File: src/rtl/bbc_pkg.sv
// Shared constants, codes and control types of the block buffer cache.
package bbc_pkg;

    localparam int ENTRIES = 30;
    localparam int IDX_W   = $clog2(ENTRIES);
    localparam int AGE_W   = IDX_W;
    localparam int CNT_W   = 8;
    localparam int ENTRY_W = 5;
    localparam int MODE_W  = 3;
    localparam int STAT_W  = 3;
    localparam int DEV_W   = 8;
    localparam int BLK_W   = 32;

    localparam logic [CNT_W-1:0] COUNT_MAX   = 8'hFF;
    localparam logic [BLK_W-1:0] LIMIT_RESET = 32'd2000;

    localparam logic [MODE_W-1:0] MODE_READ    = 3'd0;
    localparam logic [MODE_W-1:0] MODE_WRITE   = 3'd1;
    localparam logic [MODE_W-1:0] MODE_RELEASE = 3'd2;
    localparam logic [MODE_W-1:0] MODE_PIN     = 3'd3;
    localparam logic [MODE_W-1:0] MODE_UNPIN   = 3'd4;

    localparam logic [STAT_W-1:0] STAT_OK       = 3'd0;
    localparam logic [STAT_W-1:0] STAT_RANGE    = 3'd1;
    localparam logic [STAT_W-1:0] STAT_NO_FREE  = 3'd2;
    localparam logic [STAT_W-1:0] STAT_NOT_REF  = 3'd3;
    localparam logic [STAT_W-1:0] STAT_OVERFLOW = 3'd4;

    typedef enum logic [2:0] {
        S_IDLE,
        S_DECODE,
        S_SCAN,
        S_PICK,
        S_COMMIT,
        S_SLOT,
        S_AGE,
        S_OUT
    } state_t;

    typedef enum logic [3:0] {
        CMD_NONE,
        CMD_LOAD,
        CMD_DECODE,
        CMD_SCAN,
        CMD_PICK,
        CMD_COMMIT,
        CMD_SLOT,
        CMD_AGE,
        CMD_EMIT
    } cmd_t;

    typedef struct packed {
        logic read_go;
        logic slot_go;
        logic idx_last;
        logic need_age;
        logic out_free;
    } dp_status_t;

endpackage

File: src/rtl/bbc_ctrl.sv
// Sequencer of the block buffer cache: steps the datapath through each request.
module bbc_ctrl (
    input  logic                clk,
    input  logic                rst_n,
    input  logic                in_valid,
    output logic                in_ready,
    input  bbc_pkg::dp_status_t dp_st,
    output bbc_pkg::cmd_t       cmd
);

    bbc_pkg::state_t state_reg;
    bbc_pkg::state_t state_next;

    always_ff @(posedge clk or negedge rst_n)
    begin
        if (!rst_n)
        begin
            state_reg <= bbc_pkg::S_IDLE;
        end
        else
        begin
            state_reg <= state_next;
        end
    end

    always_comb
    begin
        state_next = state_reg;
        cmd        = bbc_pkg::CMD_NONE;
        in_ready   = 1'b0;
        case (state_reg)
            bbc_pkg::S_IDLE:
            begin
                in_ready = 1'b1;
                if (in_valid)
                begin
                    cmd        = bbc_pkg::CMD_LOAD;
                    state_next = bbc_pkg::S_DECODE;
                end
            end
            bbc_pkg::S_DECODE:
            begin
                cmd = bbc_pkg::CMD_DECODE;
                if (dp_st.read_go)
                begin
                    state_next = bbc_pkg::S_SCAN;
                end
                else if (dp_st.slot_go)
                begin
                    state_next = bbc_pkg::S_SLOT;
                end
                else
                begin
                    state_next = bbc_pkg::S_OUT;
                end
            end
            bbc_pkg::S_SCAN:
            begin
                cmd = bbc_pkg::CMD_SCAN;
                if (dp_st.idx_last)
                begin
                    state_next = bbc_pkg::S_PICK;
                end
            end
            bbc_pkg::S_PICK:
            begin
                cmd        = bbc_pkg::CMD_PICK;
                state_next = bbc_pkg::S_COMMIT;
            end
            bbc_pkg::S_COMMIT:
            begin
                cmd        = bbc_pkg::CMD_COMMIT;
                state_next = bbc_pkg::S_OUT;
            end
            bbc_pkg::S_SLOT:
            begin
                cmd        = bbc_pkg::CMD_SLOT;
                state_next = dp_st.need_age ? bbc_pkg::S_AGE : bbc_pkg::S_OUT;
            end
            bbc_pkg::S_AGE:
            begin
                cmd = bbc_pkg::CMD_AGE;
                if (dp_st.idx_last)
                begin
                    state_next = bbc_pkg::S_OUT;
                end
            end
            bbc_pkg::S_OUT:
            begin
                if (dp_st.out_free)
                begin
                    cmd        = bbc_pkg::CMD_EMIT;
                    state_next = bbc_pkg::S_IDLE;
                end
            end
            default:
            begin
                state_next = bbc_pkg::S_IDLE;
            end
        endcase
    end

endmodule

File: src/rtl/bbc_dp.sv
// Datapath of the block buffer cache: entry store, scan trackers and result register.
module bbc_dp (
    input  logic                          clk,
    input  logic                          rst_n,
    input  bbc_pkg::cmd_t                 cmd,
    output bbc_pkg::dp_status_t           dp_st,
    input  logic                          cfg_we,
    input  logic [bbc_pkg::BLK_W-1:0]     cfg_wdata,
    input  logic [bbc_pkg::MODE_W-1:0]    mode,
    input  logic [bbc_pkg::DEV_W-1:0]     req_dev,
    input  logic [bbc_pkg::BLK_W-1:0]     req_blk,
    input  logic [bbc_pkg::ENTRY_W-1:0]   slot,
    output logic                          out_valid,
    input  logic                          out_ready,
    output logic [bbc_pkg::ENTRY_W-1:0]   entry,
    output logic                          need_load,
    output logic                          do_write,
    output logic [bbc_pkg::STAT_W-1:0]    status
);

    // entry store
    logic [bbc_pkg::DEV_W-1:0] tag_dev_reg   [bbc_pkg::ENTRIES];
    logic [bbc_pkg::BLK_W-1:0] tag_blk_reg   [bbc_pkg::ENTRIES];
    logic                      valid_reg     [bbc_pkg::ENTRIES];
    logic [bbc_pkg::CNT_W-1:0] count_reg     [bbc_pkg::ENTRIES];
    logic [bbc_pkg::AGE_W-1:0] age_reg       [bbc_pkg::ENTRIES];

    logic [bbc_pkg::BLK_W-1:0]   limit_reg;
    logic [bbc_pkg::MODE_W-1:0]  mode_reg;
    logic [bbc_pkg::DEV_W-1:0]   dev_reg;
    logic [bbc_pkg::BLK_W-1:0]   blk_reg;
    logic [bbc_pkg::ENTRY_W-1:0] slot_reg;
    logic [bbc_pkg::IDX_W-1:0]   idx_reg;

    logic                        hit_found_reg;
    logic [bbc_pkg::IDX_W-1:0]   hit_idx_reg;
    logic [bbc_pkg::AGE_W-1:0]   hit_age_reg;
    logic                        vic_found_reg;
    logic [bbc_pkg::IDX_W-1:0]   vic_idx_reg;
    logic [bbc_pkg::AGE_W-1:0]   vic_age_reg;
    logic [bbc_pkg::AGE_W-1:0]   old_age_reg;
    logic [bbc_pkg::IDX_W-1:0]   tgt_reg;

    logic [bbc_pkg::ENTRY_W-1:0] res_entry_reg;
    logic                        res_nl_reg;
    logic                        res_dw_reg;
    logic [bbc_pkg::STAT_W-1:0]  res_stat_reg;

    logic                        out_valid_reg;
    logic [bbc_pkg::ENTRY_W-1:0] out_entry_reg;
    logic                        out_nl_reg;
    logic                        out_dw_reg;
    logic [bbc_pkg::STAT_W-1:0]  out_stat_reg;

    // current entry at the single access pointer
    logic [bbc_pkg::DEV_W-1:0] rd_dev;
    logic [bbc_pkg::BLK_W-1:0] rd_blk;
    logic                      rd_valid;
    logic [bbc_pkg::CNT_W-1:0] rd_count;
    logic [bbc_pkg::AGE_W-1:0] rd_age;
    logic                      tag_match;
    logic                      slot_in_range;
    logic                      mode_slot_op;

    assign rd_dev   = tag_dev_reg[idx_reg];
    assign rd_blk   = tag_blk_reg[idx_reg];
    assign rd_valid = valid_reg[idx_reg];
    assign rd_count = count_reg[idx_reg];
    assign rd_age   = age_reg[idx_reg];

    assign tag_match     = (rd_dev == dev_reg) && (rd_blk == blk_reg);
    assign slot_in_range = (32'(slot_reg) < 32'(bbc_pkg::ENTRIES));

    always_comb
    begin
        mode_slot_op = mode_reg inside {[bbc_pkg::MODE_WRITE:bbc_pkg::MODE_UNPIN]};
    end

    assign dp_st.read_go  = (mode_reg == bbc_pkg::MODE_READ) && (blk_reg < limit_reg);
    assign dp_st.slot_go  = mode_slot_op && slot_in_range;
    assign dp_st.idx_last = (idx_reg == bbc_pkg::IDX_W'(bbc_pkg::ENTRIES - 1));
    assign dp_st.need_age = (mode_reg == bbc_pkg::MODE_RELEASE) && (rd_count == 8'd1);
    assign dp_st.out_free = !out_valid_reg || out_ready;

    // store, request and tracker registers
    always_ff @(posedge clk or negedge rst_n)
    begin
        if (!rst_n)
        begin
            for (int i = 0; i < bbc_pkg::ENTRIES; i++)
            begin
                tag_dev_reg[i] <= '0;
                tag_blk_reg[i] <= '0;
                valid_reg[i]   <= 1'b0;
                count_reg[i]   <= '0;
                age_reg[i]     <= bbc_pkg::AGE_W'(bbc_pkg::ENTRIES - 1 - i);
            end
            limit_reg     <= bbc_pkg::LIMIT_RESET;
            idx_reg       <= '0;
            hit_found_reg <= 1'b0;
            vic_found_reg <= 1'b0;
        end
        else
        begin
            if (cfg_we)
            begin
                limit_reg <= cfg_wdata;
            end
            case (cmd)
                bbc_pkg::CMD_DECODE:
                begin
                    idx_reg       <= dp_st.read_go ? '0 : bbc_pkg::IDX_W'(slot_reg);
                    hit_found_reg <= 1'b0;
                    vic_found_reg <= 1'b0;
                end
                bbc_pkg::CMD_SCAN:
                begin
                    // most recent match wins; least recent free entry is the victim
                    if (tag_match && (!hit_found_reg || rd_age < hit_age_reg))
                    begin
                        hit_found_reg <= 1'b1;
                    end
                    if (rd_count == '0 && (!vic_found_reg || rd_age > vic_age_reg))
                    begin
                        vic_found_reg <= 1'b1;
                    end
                    idx_reg <= idx_reg + 1'b1;
                end
                bbc_pkg::CMD_PICK:
                begin
                    idx_reg <= hit_found_reg ? hit_idx_reg : vic_idx_reg;
                end
                bbc_pkg::CMD_COMMIT:
                begin
                    if (hit_found_reg)
                    begin
                        if (rd_count != bbc_pkg::COUNT_MAX)
                        begin
                            count_reg[idx_reg] <= rd_count + 1'b1;
                            valid_reg[idx_reg] <= 1'b1;
                        end
                    end
                    else if (vic_found_reg)
                    begin
                        tag_dev_reg[idx_reg] <= dev_reg;
                        tag_blk_reg[idx_reg] <= blk_reg;
                        count_reg[idx_reg]   <= 8'd1;
                        valid_reg[idx_reg]   <= 1'b1;
                    end
                end
                bbc_pkg::CMD_SLOT:
                begin
                    case (mode_reg)
                        bbc_pkg::MODE_RELEASE, bbc_pkg::MODE_UNPIN:
                        begin
                            if (rd_count != '0)
                            begin
                                count_reg[idx_reg] <= rd_count - 1'b1;
                            end
                        end
                        bbc_pkg::MODE_PIN:
                        begin
                            if (rd_count != bbc_pkg::COUNT_MAX)
                            begin
                                count_reg[idx_reg] <= rd_count + 1'b1;
                            end
                        end
                        default:
                        begin
                        end
                    endcase
                    idx_reg <= '0;
                end
                bbc_pkg::CMD_AGE:
                begin
                    // advance every rank younger than the released one, front the target
                    if (idx_reg == tgt_reg)
                    begin
                        age_reg[idx_reg] <= '0;
                    end
                    else if (rd_age < old_age_reg)
                    begin
                        age_reg[idx_reg] <= rd_age + 1'b1;
                    end
                    idx_reg <= idx_reg + 1'b1;
                end
                default:
                begin
                end
            endcase
        end
    end

    // payload registers
    always_ff @(posedge clk)
    begin
        case (cmd)
            bbc_pkg::CMD_LOAD:
            begin
                mode_reg <= mode;
                dev_reg  <= req_dev;
                blk_reg  <= req_blk;
                slot_reg <= slot;
            end
            bbc_pkg::CMD_DECODE:
            begin
                res_nl_reg <= 1'b0;
                res_dw_reg <= 1'b0;
                if (mode_reg == bbc_pkg::MODE_READ)
                begin
                    res_entry_reg <= '0;
                    res_stat_reg  <= bbc_pkg::STAT_RANGE;
                end
                else if (!mode_slot_op)
                begin
                    res_entry_reg <= '0;
                    res_stat_reg  <= bbc_pkg::STAT_OK;
                end
                else
                begin
                    res_entry_reg <= slot_reg;
                    res_stat_reg  <= bbc_pkg::STAT_NOT_REF;
                end
            end
            bbc_pkg::CMD_SCAN:
            begin
                if (tag_match && (!hit_found_reg || rd_age < hit_age_reg))
                begin
                    hit_idx_reg <= idx_reg;
                    hit_age_reg <= rd_age;
                end
                if (rd_count == '0 && (!vic_found_reg || rd_age > vic_age_reg))
                begin
                    vic_idx_reg <= idx_reg;
                    vic_age_reg <= rd_age;
                end
            end
            bbc_pkg::CMD_COMMIT:
            begin
                res_dw_reg <= 1'b0;
                if (hit_found_reg)
                begin
                    res_entry_reg <= bbc_pkg::ENTRY_W'(idx_reg);
                    if (rd_count == bbc_pkg::COUNT_MAX)
                    begin
                        res_nl_reg   <= 1'b0;
                        res_stat_reg <= bbc_pkg::STAT_OVERFLOW;
                    end
                    else
                    begin
                        res_nl_reg   <= !rd_valid;
                        res_stat_reg <= bbc_pkg::STAT_OK;
                    end
                end
                else if (vic_found_reg)
                begin
                    res_entry_reg <= bbc_pkg::ENTRY_W'(idx_reg);
                    res_nl_reg    <= 1'b1;
                    res_stat_reg  <= bbc_pkg::STAT_OK;
                end
                else
                begin
                    res_entry_reg <= '0;
                    res_nl_reg    <= 1'b0;
                    res_stat_reg  <= bbc_pkg::STAT_NO_FREE;
                end
            end
            bbc_pkg::CMD_SLOT:
            begin
                res_entry_reg <= slot_reg;
                res_nl_reg    <= 1'b0;
                res_dw_reg    <= 1'b0;
                res_stat_reg  <= bbc_pkg::STAT_OK;
                old_age_reg   <= rd_age;
                tgt_reg       <= idx_reg;
                case (mode_reg)
                    bbc_pkg::MODE_PIN:
                    begin
                        if (rd_count == bbc_pkg::COUNT_MAX)
                        begin
                            res_stat_reg <= bbc_pkg::STAT_OVERFLOW;
                        end
                    end
                    bbc_pkg::MODE_WRITE:
                    begin
                        if (rd_count == '0)
                        begin
                            res_stat_reg <= bbc_pkg::STAT_NOT_REF;
                        end
                        else
                        begin
                            res_dw_reg <= 1'b1;
                        end
                    end
                    default:
                    begin
                        if (rd_count == '0)
                        begin
                            res_stat_reg <= bbc_pkg::STAT_NOT_REF;
                        end
                    end
                endcase
            end
            default:
            begin
            end
        endcase
    end

    // output word register
    always_ff @(posedge clk or negedge rst_n)
    begin
        if (!rst_n)
        begin
            out_valid_reg <= 1'b0;
        end
        else if (cmd == bbc_pkg::CMD_EMIT)
        begin
            out_valid_reg <= 1'b1;
        end
        else if (out_ready)
        begin
            out_valid_reg <= 1'b0;
        end
    end

    always_ff @(posedge clk)
    begin
        if (cmd == bbc_pkg::CMD_EMIT)
        begin
            out_entry_reg <= res_entry_reg;
            out_nl_reg    <= res_nl_reg;
            out_dw_reg    <= res_dw_reg;
            out_stat_reg  <= res_stat_reg;
        end
    end

    assign out_valid = out_valid_reg;
    assign entry     = out_entry_reg;
    assign need_load = out_nl_reg;
    assign do_write  = out_dw_reg;
    assign status    = out_stat_reg;

endmodule

File: src/rtl/block_buffer_cache_lru.sv
// Top level of the LRU disk block buffer cache with reference counts.
//
//  channel   direction  handshake             word
//  request   in         in_valid / in_ready   mode, req_dev, req_blk, slot
//  result    out        out_valid / out_ready entry, need_load, do_write, status
//  config    in         cfg_we (no wait)      cfg_wdata -> block limit
//
// A read below the block limit goes from acceptance to the result word through one
// decode step, one pass over all 30 entries through the single entry pointer, then
// pick and commit. Write, pin, unpin and most releases go through decode and slot; a
// read past the limit, a slot beyond the cache and an unused mode go from decode
// straight to output. A release that drops the count to zero adds a second pass over
// all entries to renumber the recency ranks. Reset clears every tag, count and valid
// bit at once and sets ranks to 29 down to 0; no clearing pass. One request is in
// flight at a time; a finished word waits in the output register and a stalled
// output holds the sequencer only at its final step.
module block_buffer_cache_lru (
    input  logic                          clk,
    input  logic                          rst_n,
    input  logic                          in_valid,
    output logic                          in_ready,
    input  logic [bbc_pkg::MODE_W-1:0]    mode,
    input  logic [bbc_pkg::DEV_W-1:0]     req_dev,
    input  logic [bbc_pkg::BLK_W-1:0]     req_blk,
    input  logic [bbc_pkg::ENTRY_W-1:0]   slot,
    output logic                          out_valid,
    input  logic                          out_ready,
    output logic [bbc_pkg::ENTRY_W-1:0]   entry,
    output logic                          need_load,
    output logic                          do_write,
    output logic [bbc_pkg::STAT_W-1:0]    status,
    input  logic                          cfg_we,
    input  logic [bbc_pkg::BLK_W-1:0]     cfg_wdata
);

    bbc_pkg::cmd_t       cmd;
    bbc_pkg::dp_status_t dp_st;

    // sequencer: one command per cycle while a request is in flight and the output is not stalled
    bbc_ctrl u_ctrl (
        .clk      (clk),
        .rst_n    (rst_n),
        .in_valid (in_valid),
        .in_ready (in_ready),
        .dp_st    (dp_st),
        .cmd      (cmd)
    );

    // entry store, scan trackers, limit register and output word
    bbc_dp u_dp (
        .clk       (clk),
        .rst_n     (rst_n),
        .cmd       (cmd),
        .dp_st     (dp_st),
        .cfg_we    (cfg_we),
        .cfg_wdata (cfg_wdata),
        .mode      (mode),
        .req_dev   (req_dev),
        .req_blk   (req_blk),
        .slot      (slot),
        .out_valid (out_valid),
        .out_ready (out_ready),
        .entry     (entry),
        .need_load (need_load),
        .do_write  (do_write),
        .status    (status)
    );

endmodule
File: config.mk
export PLATFORM = sky130hd
export DESIGN_NAME = block_buffer_cache_lru
export DESIGN_NICKNAME = d
export VERILOG_FILES = /design/src/rtl/bbc_pkg.sv /design/src/rtl/bbc_ctrl.sv /design/src/rtl/bbc_dp.sv /design/src/rtl/block_buffer_cache_lru.sv
export SDC_FILE = /design/constraint.sdc
export NUM_CORES = 2
export LEC_CHECK = 0
export ABC_AREA = 1
export BUFFER_PORTS_ARGS = -buffer_cell sky130_fd_sc_hd__buf_2
export CAP_MARGIN = 20
export CORE_MARGIN = 10
export CORE_UTILIZATION = 40
export DETAILED_ROUTE_END_ITERATION = 6
export PLACE_DENSITY = 0.55
export SYNTH_ARGS = -nofsm -noshare
export SYNTH_HDL_FRONTEND = slang
export SYNTH_SLANG_ARGS = --single-unit
File: constraint.sdc
create_clock -name clk -period 10.1 [get_ports clk]
set_clock_uncertainty 0.15 [all_clocks]
set_input_delay 0.505 -clock clk [delete_from_list [all_inputs] [get_ports clk]]
set_output_delay 0.505 -clock clk [all_outputs]
set_load 0.02 [all_outputs]
After elaboration in Yosys (flattened, before gate mapping)

Index checks and enable logic that the tools add are counted.

$add $sub $neg: 4
Order comparisons: 9
Equality and inequality tests: 36
Mux-type cells: 80
Bitwise logic cells: 8
Reductions and logical operators: 41

Operators with widths:

| operator                                   | count |
|---|---|
| 960-bit bitwise mux                        | 1 |
| 240-bit 2-to-1 mux                         | 4 |
| 240-bit case mux with 2 select lines       | 2 |
| 240-bit bitwise mux                        | 3 |
| 150-bit 2-to-1 mux                         | 2 |
| 210-bit bitwise AND                        | 1 |
| 210-bit inverter                           | 1 |
| 32-bit binary-select mux with 5-bit select | 1 |
| 32-bit demux with 5-bit select             | 1 |
| 150-bit bitwise AND                        | 1 |
| 150-bit bitwise mux                        | 1 |
| 150-bit inverter                           | 1 |
| 32-bit 2-to-1 mux                          | 3 |
| 30-bit 2-to-1 mux                          | 3 |
| 8-bit binary-select mux with 5-bit select  | 2 |
| 30-bit bitwise OR                          | 2 |
| 5-bit 2-to-1 mux                           | 9 |
| 8-bit demux with 5-bit select              | 1 |
| 8-bit 2-to-1 mux                           | 5 |
| 32-bit == test                             | 1 |
| 32-bit < comparator                        | 1 |
| 4-bit case mux with 8 select lines         | 1 |
| 3-bit 2-to-1 mux                           | 9 |
| 5-bit binary-select mux with 5-bit select  | 1 |
| 53 further kinds                           | 121 |

Register bits after elaboration: 1761
Input bits: 85
Output and inout port bits: 12
Logic and storage cells: 352

Longest topological paths before layout

Depth after elaboration: 10
Depth in mapped cells: 27
Gate-level depth less buffers: 22

Cells and area by module

A second synthesis with hierarchy kept.

Cell total of the unflattened synthesis: 12609
Area total of the unflattened synthesis: 92308.5 um2

By module, submodules not included:

| module   | times used | cells an instance | area each (um2) | sequential area each (um2) |
|---|---|---|---|---|
| bbc_dp   | 1          | 12562             | 92019.5         | 44579.0 |
| bbc_ctrl | 1          | 47                | 289.0           | 75.1 |

Least setup slack after synthesis

No wires, ideal clock.

Path kind: flip-flop to flip-flop
Start: register u_ctrl.state_reg[0]
End: register u_dp.blk_reg[0] in the netlist's numbering, enable pin
Setup time: 573 ps
Arrival time: 5620 ps
Data required time: 9377 ps
Path slack: 3757 ps
Cell stages (with the launch flop): 8
Path buffers: 0
Clock period less this slack: 6343 ps
Cells stage by stage: dfrtp_1 -> inv_1 -> ha_1 -> inv_1 -> nand4_1 -> nand3_1 -> nand2_2 -> nor4_1

Longest elaborated chain between the ends: 3
Elaborated cells between the ends (all ways): 10
Classes of those cells: eq/ne: 8; mux: 1; reduce/logical: 1

RTL lines:

| element                                      | RTL line       | text |
|---|---|---|
| start, declared                              | bbc_ctrl.sv:11 | `bbc_pkg::state_t state_reg;` |
| start signal, assigned                       | bbc_ctrl.sv:18 | `state_reg <= bbc_pkg::S_IDLE;` |
| start signal, assigned                       | bbc_ctrl.sv:22 | `state_reg <= state_next;` |
| 3-bit == test, or another cell as far along  | bbc_ctrl.sv:31 | `case (state_reg)` |
| 4-bit case mux with 8 select lines (*)       | bbc_ctrl.sv:31 |  |
| 4-bit by 1-bit == test with 1-bit output (*) | bbc_dp.sv:197  | `case (cmd)` |
| end signal, assigned                         | bbc_dp.sv:202  | `blk_reg <= req_blk;` |
| end, declared                                | bbc_dp.sv:31   | `logic [bbc_pkg::BLK_W-1:0] blk_reg;` |

Every way passes the cells marked *; elsewhere a longest branch is shown, timed or not.
A chain may end at the register's enable or synchronous reset.

Worst setup path after layout

Start: register u_dp.idx_reg[0] in the netlist's numbering
End: register u_dp.count_reg[220] in the netlist's numbering

Longest elaborated chain between the ends: 10
Elaborated cells between the ends (all ways): 25
Classes of those cells: add/sub: 2; order compare: 2; eq/ne: 2; mux: 13; bitwise: 3; reduce/logical: 3

RTL lines:

| element                                                                        | RTL line      | text |
|---|---|---|
| start, declared                                                                | bbc_dp.sv:33  | `logic [bbc_pkg::IDX_W-1:0] idx_reg;` |
| start signal, assigned                                                         | bbc_dp.sv:112 | `idx_reg <= dp_st.read_go ? '0 : bbc_pkg::IDX_W'(slot_reg);` |
| start signal, assigned                                                         | bbc_dp.sv:127 | `idx_reg <= idx_reg + 1'b1;` |
| start signal, assigned                                                         | bbc_dp.sv:131 | `idx_reg <= hit_found_reg ? hit_idx_reg : vic_idx_reg;` |
| 5-bit inverter with 6-bit output (implied by the code) (*)                     | -             |  |
| branches (longest 9 deep; another with 8-bit by 1-bit adder with 8-bit output) | -             |  |
| end signal, assigned by index                                                  | bbc_dp.sv:139 | `count_reg[idx_reg] <= rd_count + 1'b1;` |
| end signal, assigned by index                                                  | bbc_dp.sv:158 | `count_reg[idx_reg] <= rd_count - 1'b1;` |
| end signal, assigned by index                                                  | bbc_dp.sv:165 | `count_reg[idx_reg] <= rd_count + 1'b1;` |
| end, declared                                                                  | bbc_dp.sv:25  | `logic [bbc_pkg::CNT_W-1:0] count_reg [bbc_pkg::ENTRIES];` |

Every way passes the cells marked *. The select of a mux whose other input is x is not followed.

==> impl_metrics.toml <==
[outcome]
status = "finished, violations left"
violations = "DRC"

[sta]
setup_viol = 0
fin_tns_setup_ps = 0
rsz0062_at_grt = "no"
hold_viol_final = 0
post-route-period-util_pct = 66.0
min_period_ps = 6670
timing.final.max_slew_violations = 0
fmax_mhz = 150
max_slew_margin_pct = 14.3
worst_pin_slew_ps = 1280

[floorplan]
rows = 173
start_util_pct = 40.3
coreArea_mm2 = 0.223
die_x_um = 494
die_h_um = 494
dieArea_mm2 = 0.244
ios = 97

[logic_synthesis]
synthTopCellsByArea = "dfrtp_1, nand2_1, o21ai_0, nor2_1, edfxtp_1"
yosys_warnings = 0
synthDistinctLibCells = 56
ys_seq_elements = 1761
yosysMostFrequentCell = "nand2_1"
yosys.area.top_type = "dfrtp_1"
ys.flop_type = "dfrtp_1"
netlist.area_leader.share_pct = 44.2
avgSynthCellArea_um2 = 7.48
async_reset_ff_share_pct = 94.4
syn_nets = 12200
synth-edff-count = 98
synth_top_cells_by_count = "nand2_1, o21ai_0, dfrtp_1"
syn_area_mm2 = 0.0899
syn-instance-count = 12000
yosysSeqAreaShare_pct = 49.7

[grt]
grt_max_degree = 186
grt_pass1_wl_mm = 526
gr-usage-all-layers_pct = 27.9
grt_pass1_vias = 81100
antenna_found_initial = 5
grt_overflow = 0

[finish]
design_area_mm2 = 0.0995
drive_gt1_share_pct = 6.56
fin_util_pct = 44.6
largest_reg_flops = 960
fin_cells = 14800
multi_input_area_mm2 = 0.0395
fillers = 22700
final_nets = 11800
syn_to_final_growth_pct = 10.7
regArea_mm2 = 0.0447

[clock_network]
root_buffer = "clkbuf_16"
cts-buffers-inserted = 195
cts_setup_buffers = 0
cts.sinks = 1761
ctsLongestPathBuffers = 3
clk_latency_ps = 880
path_clk_slew_ps = 60
htree_num_levels = 4
cts_tree = "yes"

[route]
drt-initial-drc-count = 10200
wire_per_inst_um = 23.7
dr.pass1.iters = 7
viasPerCell = 5.71
totalWireLength_mm = 351
remaining_drc_errors = 2
ant_nets = 0
num_vias = 84600

[worst_setup_path]
r2r_end = "u_dp.count_reg[220]"
crit_fanout = 98
worstPathArrival_ps = 7290
crit_path_frequent_cell = "nand2_1"
cp-end-kind = "flip-flop"
worstPathCellList = "inv_8 -> buf_4 -> nand2_1 -> nand3_1 -> nand2_1 -> nand2_1 -> nand2_1 -> nor2_1 -> nand2_1 -> buf_4 -> ha_1 -> inv_1 -> nor3_1 -> nand2_1 -> nand2_1 -> nor2_1 -> buf_4 -> nand2_1 -> o211ai_1 -> nand2_1 -> o21ai_0"
cp_slowest_stage_delay_ps = 790
crit_start = "u_dp.idx_reg[0]"
rr_startpoint = "u_dp.idx_reg[0]"
worst-path-stages = 21
cpMaxStageDelayCell = "nor2_1"
worstSetupPathType = "flip-flop to flip-flop"
cp.buffers_inverters = 5
endpoint = "u_dp.count_reg[220]"
r2r_cells = 21
critPathLaunchType = "flip-flop"
worstPathRequired_ps = 10730
r2r_slack_ps = 3430
path_delay_family = "simple AND/OR/NAND/NOR gates"

[power_and_ir_drop]
switchingPower_mw = 15.8
power_mw = 31.5
power.leakage_nw = 46.6
p_int_mw = 15.8
power.share.sequential_pct = 27.4
powerDensity_mw_per_mm2 = 317
ir_worst_vdd_mv = 0.422
power_frac_clock_pct = 23.1
pwr-share-comb_pct = 49.5
swShare_pct = 50.1

[placement]
dpl_cell_area_mm2 = 0.0922
place.detailed.instances = 14400
place_hpwl_mm = 200
portBuffers = 96
place.gp.congestion = 0.942

[min_path]
hp-class = "input pin to async pin"

[run]
maxCapViolations = 0
==> layout make-up <==
type,instances,share of cell area [%]
Timing Repair Buffer,343,2.87
Sequential cell,1761,44.9
Multi-Input combinational cell,8782,39.7
Tap cell,2975,3.74
Antenna cell,8,0.0201
Inverter,609,2.32
Clock buffer,300,5.74
Clock inverter,53,0.752
==> worst reg2reg max path, cell delays in order, from the launching register on <==
cell	delay, ps
dfrtp_4	740
inv_8	690
buf_4	790
nand2_1	140
nand3_1	110
nand2_1	80
nand2_1	60
nand2_1	60
nor2_1	310
nand2_1	220
buf_4	380
ha_1	310
inv_1	90
nor3_1	80
nand2_1	80
nand2_1	630
nor2_1	790
buf_4	510
nand2_1	130
o211ai_1	100
nand2_1	70
o21ai_0	90
==> layer usage <==
metal | GRT usage (%) | vias to the layer above | part of all wire [%]
li1 | - | 38500 | -
met4 | 13.2 | 2 | 5.3
met3 | 5.12 | 934 | 8.6
met2 | 44.1 | 4226 | 45
met1 | 36.9 | 41000 | 41
met5 | 0 | - | 0.0037
==> placed cells by master, fill, tap and decap left out, types with 10 or more instances in the layout <==
cell type,count
clkinv_2,23
nand3_2,34
clkbuf_16,198
nand2_2,25
o21ai_1,100
nand2_4,32
o21bai_1,32
nor2_2,12
nor2_1,1208
xor2_1,10
clkbuf_8,37
ha_1,56
buf_2,95
o22ai_1,170
nand3_1,584
nand2_1,3767
edfxtp_1,98
inv_2,21
buf_12,20
nand4_1,52
dfstp_2,77
clkinv_1,10
dfrtp_1,1583
a21oi_1,121
inv_1,578
nor2_4,15
bufinv_16,10
clkbuf_1,65
o21ai_0,2383
nor3_1,27
buf_4,141
dlygate4sd3_1,83
o211ai_1,62
==> repair_timing <==
action | in CTS | in global routing
gates resized for setup | 0 | 0
setup endpoints to repair | 0 | 0
hold endpoints to repair | 166 | 0
hold buffers | 83 | 0
==> stage by stage <==
stage / hold slack (ps) / setup WS, ps
floorplan: 59.4 / 3760
global placement: 254 / 3420
detailed placement: 257 / 3750
CTS: 88.8 / 3750
global route: 140 / 3300
finish: 87.4 / 3430
==> power by group through the flow <==
stage | clock, mW | combinational [mW] | sequential, mW
floorplan | 0 | 9.53 | 8.44
global placement | 0 | 14.9 | 8.72
detailed placement | 0 | 15.0 | 8.73
CTS | 7.39 | 15.1 | 8.61
global route | 7.69 | 16.7 | 8.71
finish | 7.30 | 15.6 | 8.64
==> worst min-delay path by stage <==
stage,endpoint,from,slack (ps)
4_1_cts,u_dp.age_reg[122],rst_n,90
5_1_grt,u_dp.age_reg[122],rst_n,140
3_5_place_dp,u_dp.status[2],u_dp.res_stat_reg[2],260
6_report,u_dp.age_reg[122],rst_n,90
3_3_place_gp,u_dp.do_write,u_dp.res_dw_reg,250
2_1_floorplan,u_ctrl.state_reg[0],rst_n,60
==> cell families (layout without fill, tap and decap cells) <==
| kind of cell | count (synthesis) | in the layout | synth area share (%) |
|---|---|---|---|
| other | 0 | 8 | 0 |
| and+or+nand+nor | 5779 | 5779 | 25.6 |
| AOI/OAI and AO/OA | 2932 | 2932 | 17.1 |
| adders and majority gates | 57 | 57 | 0.793 |
| xor gates and xnor gates | 11 | 11 | 0.107 |
| buffers and inverters | 1479 | 1305 | 6.76 |
| DFF | 1761 | 1761 | 49.7 |
| muxes | 3 | 3 | 0.0334 |
(Power assumes the default switching activity.)
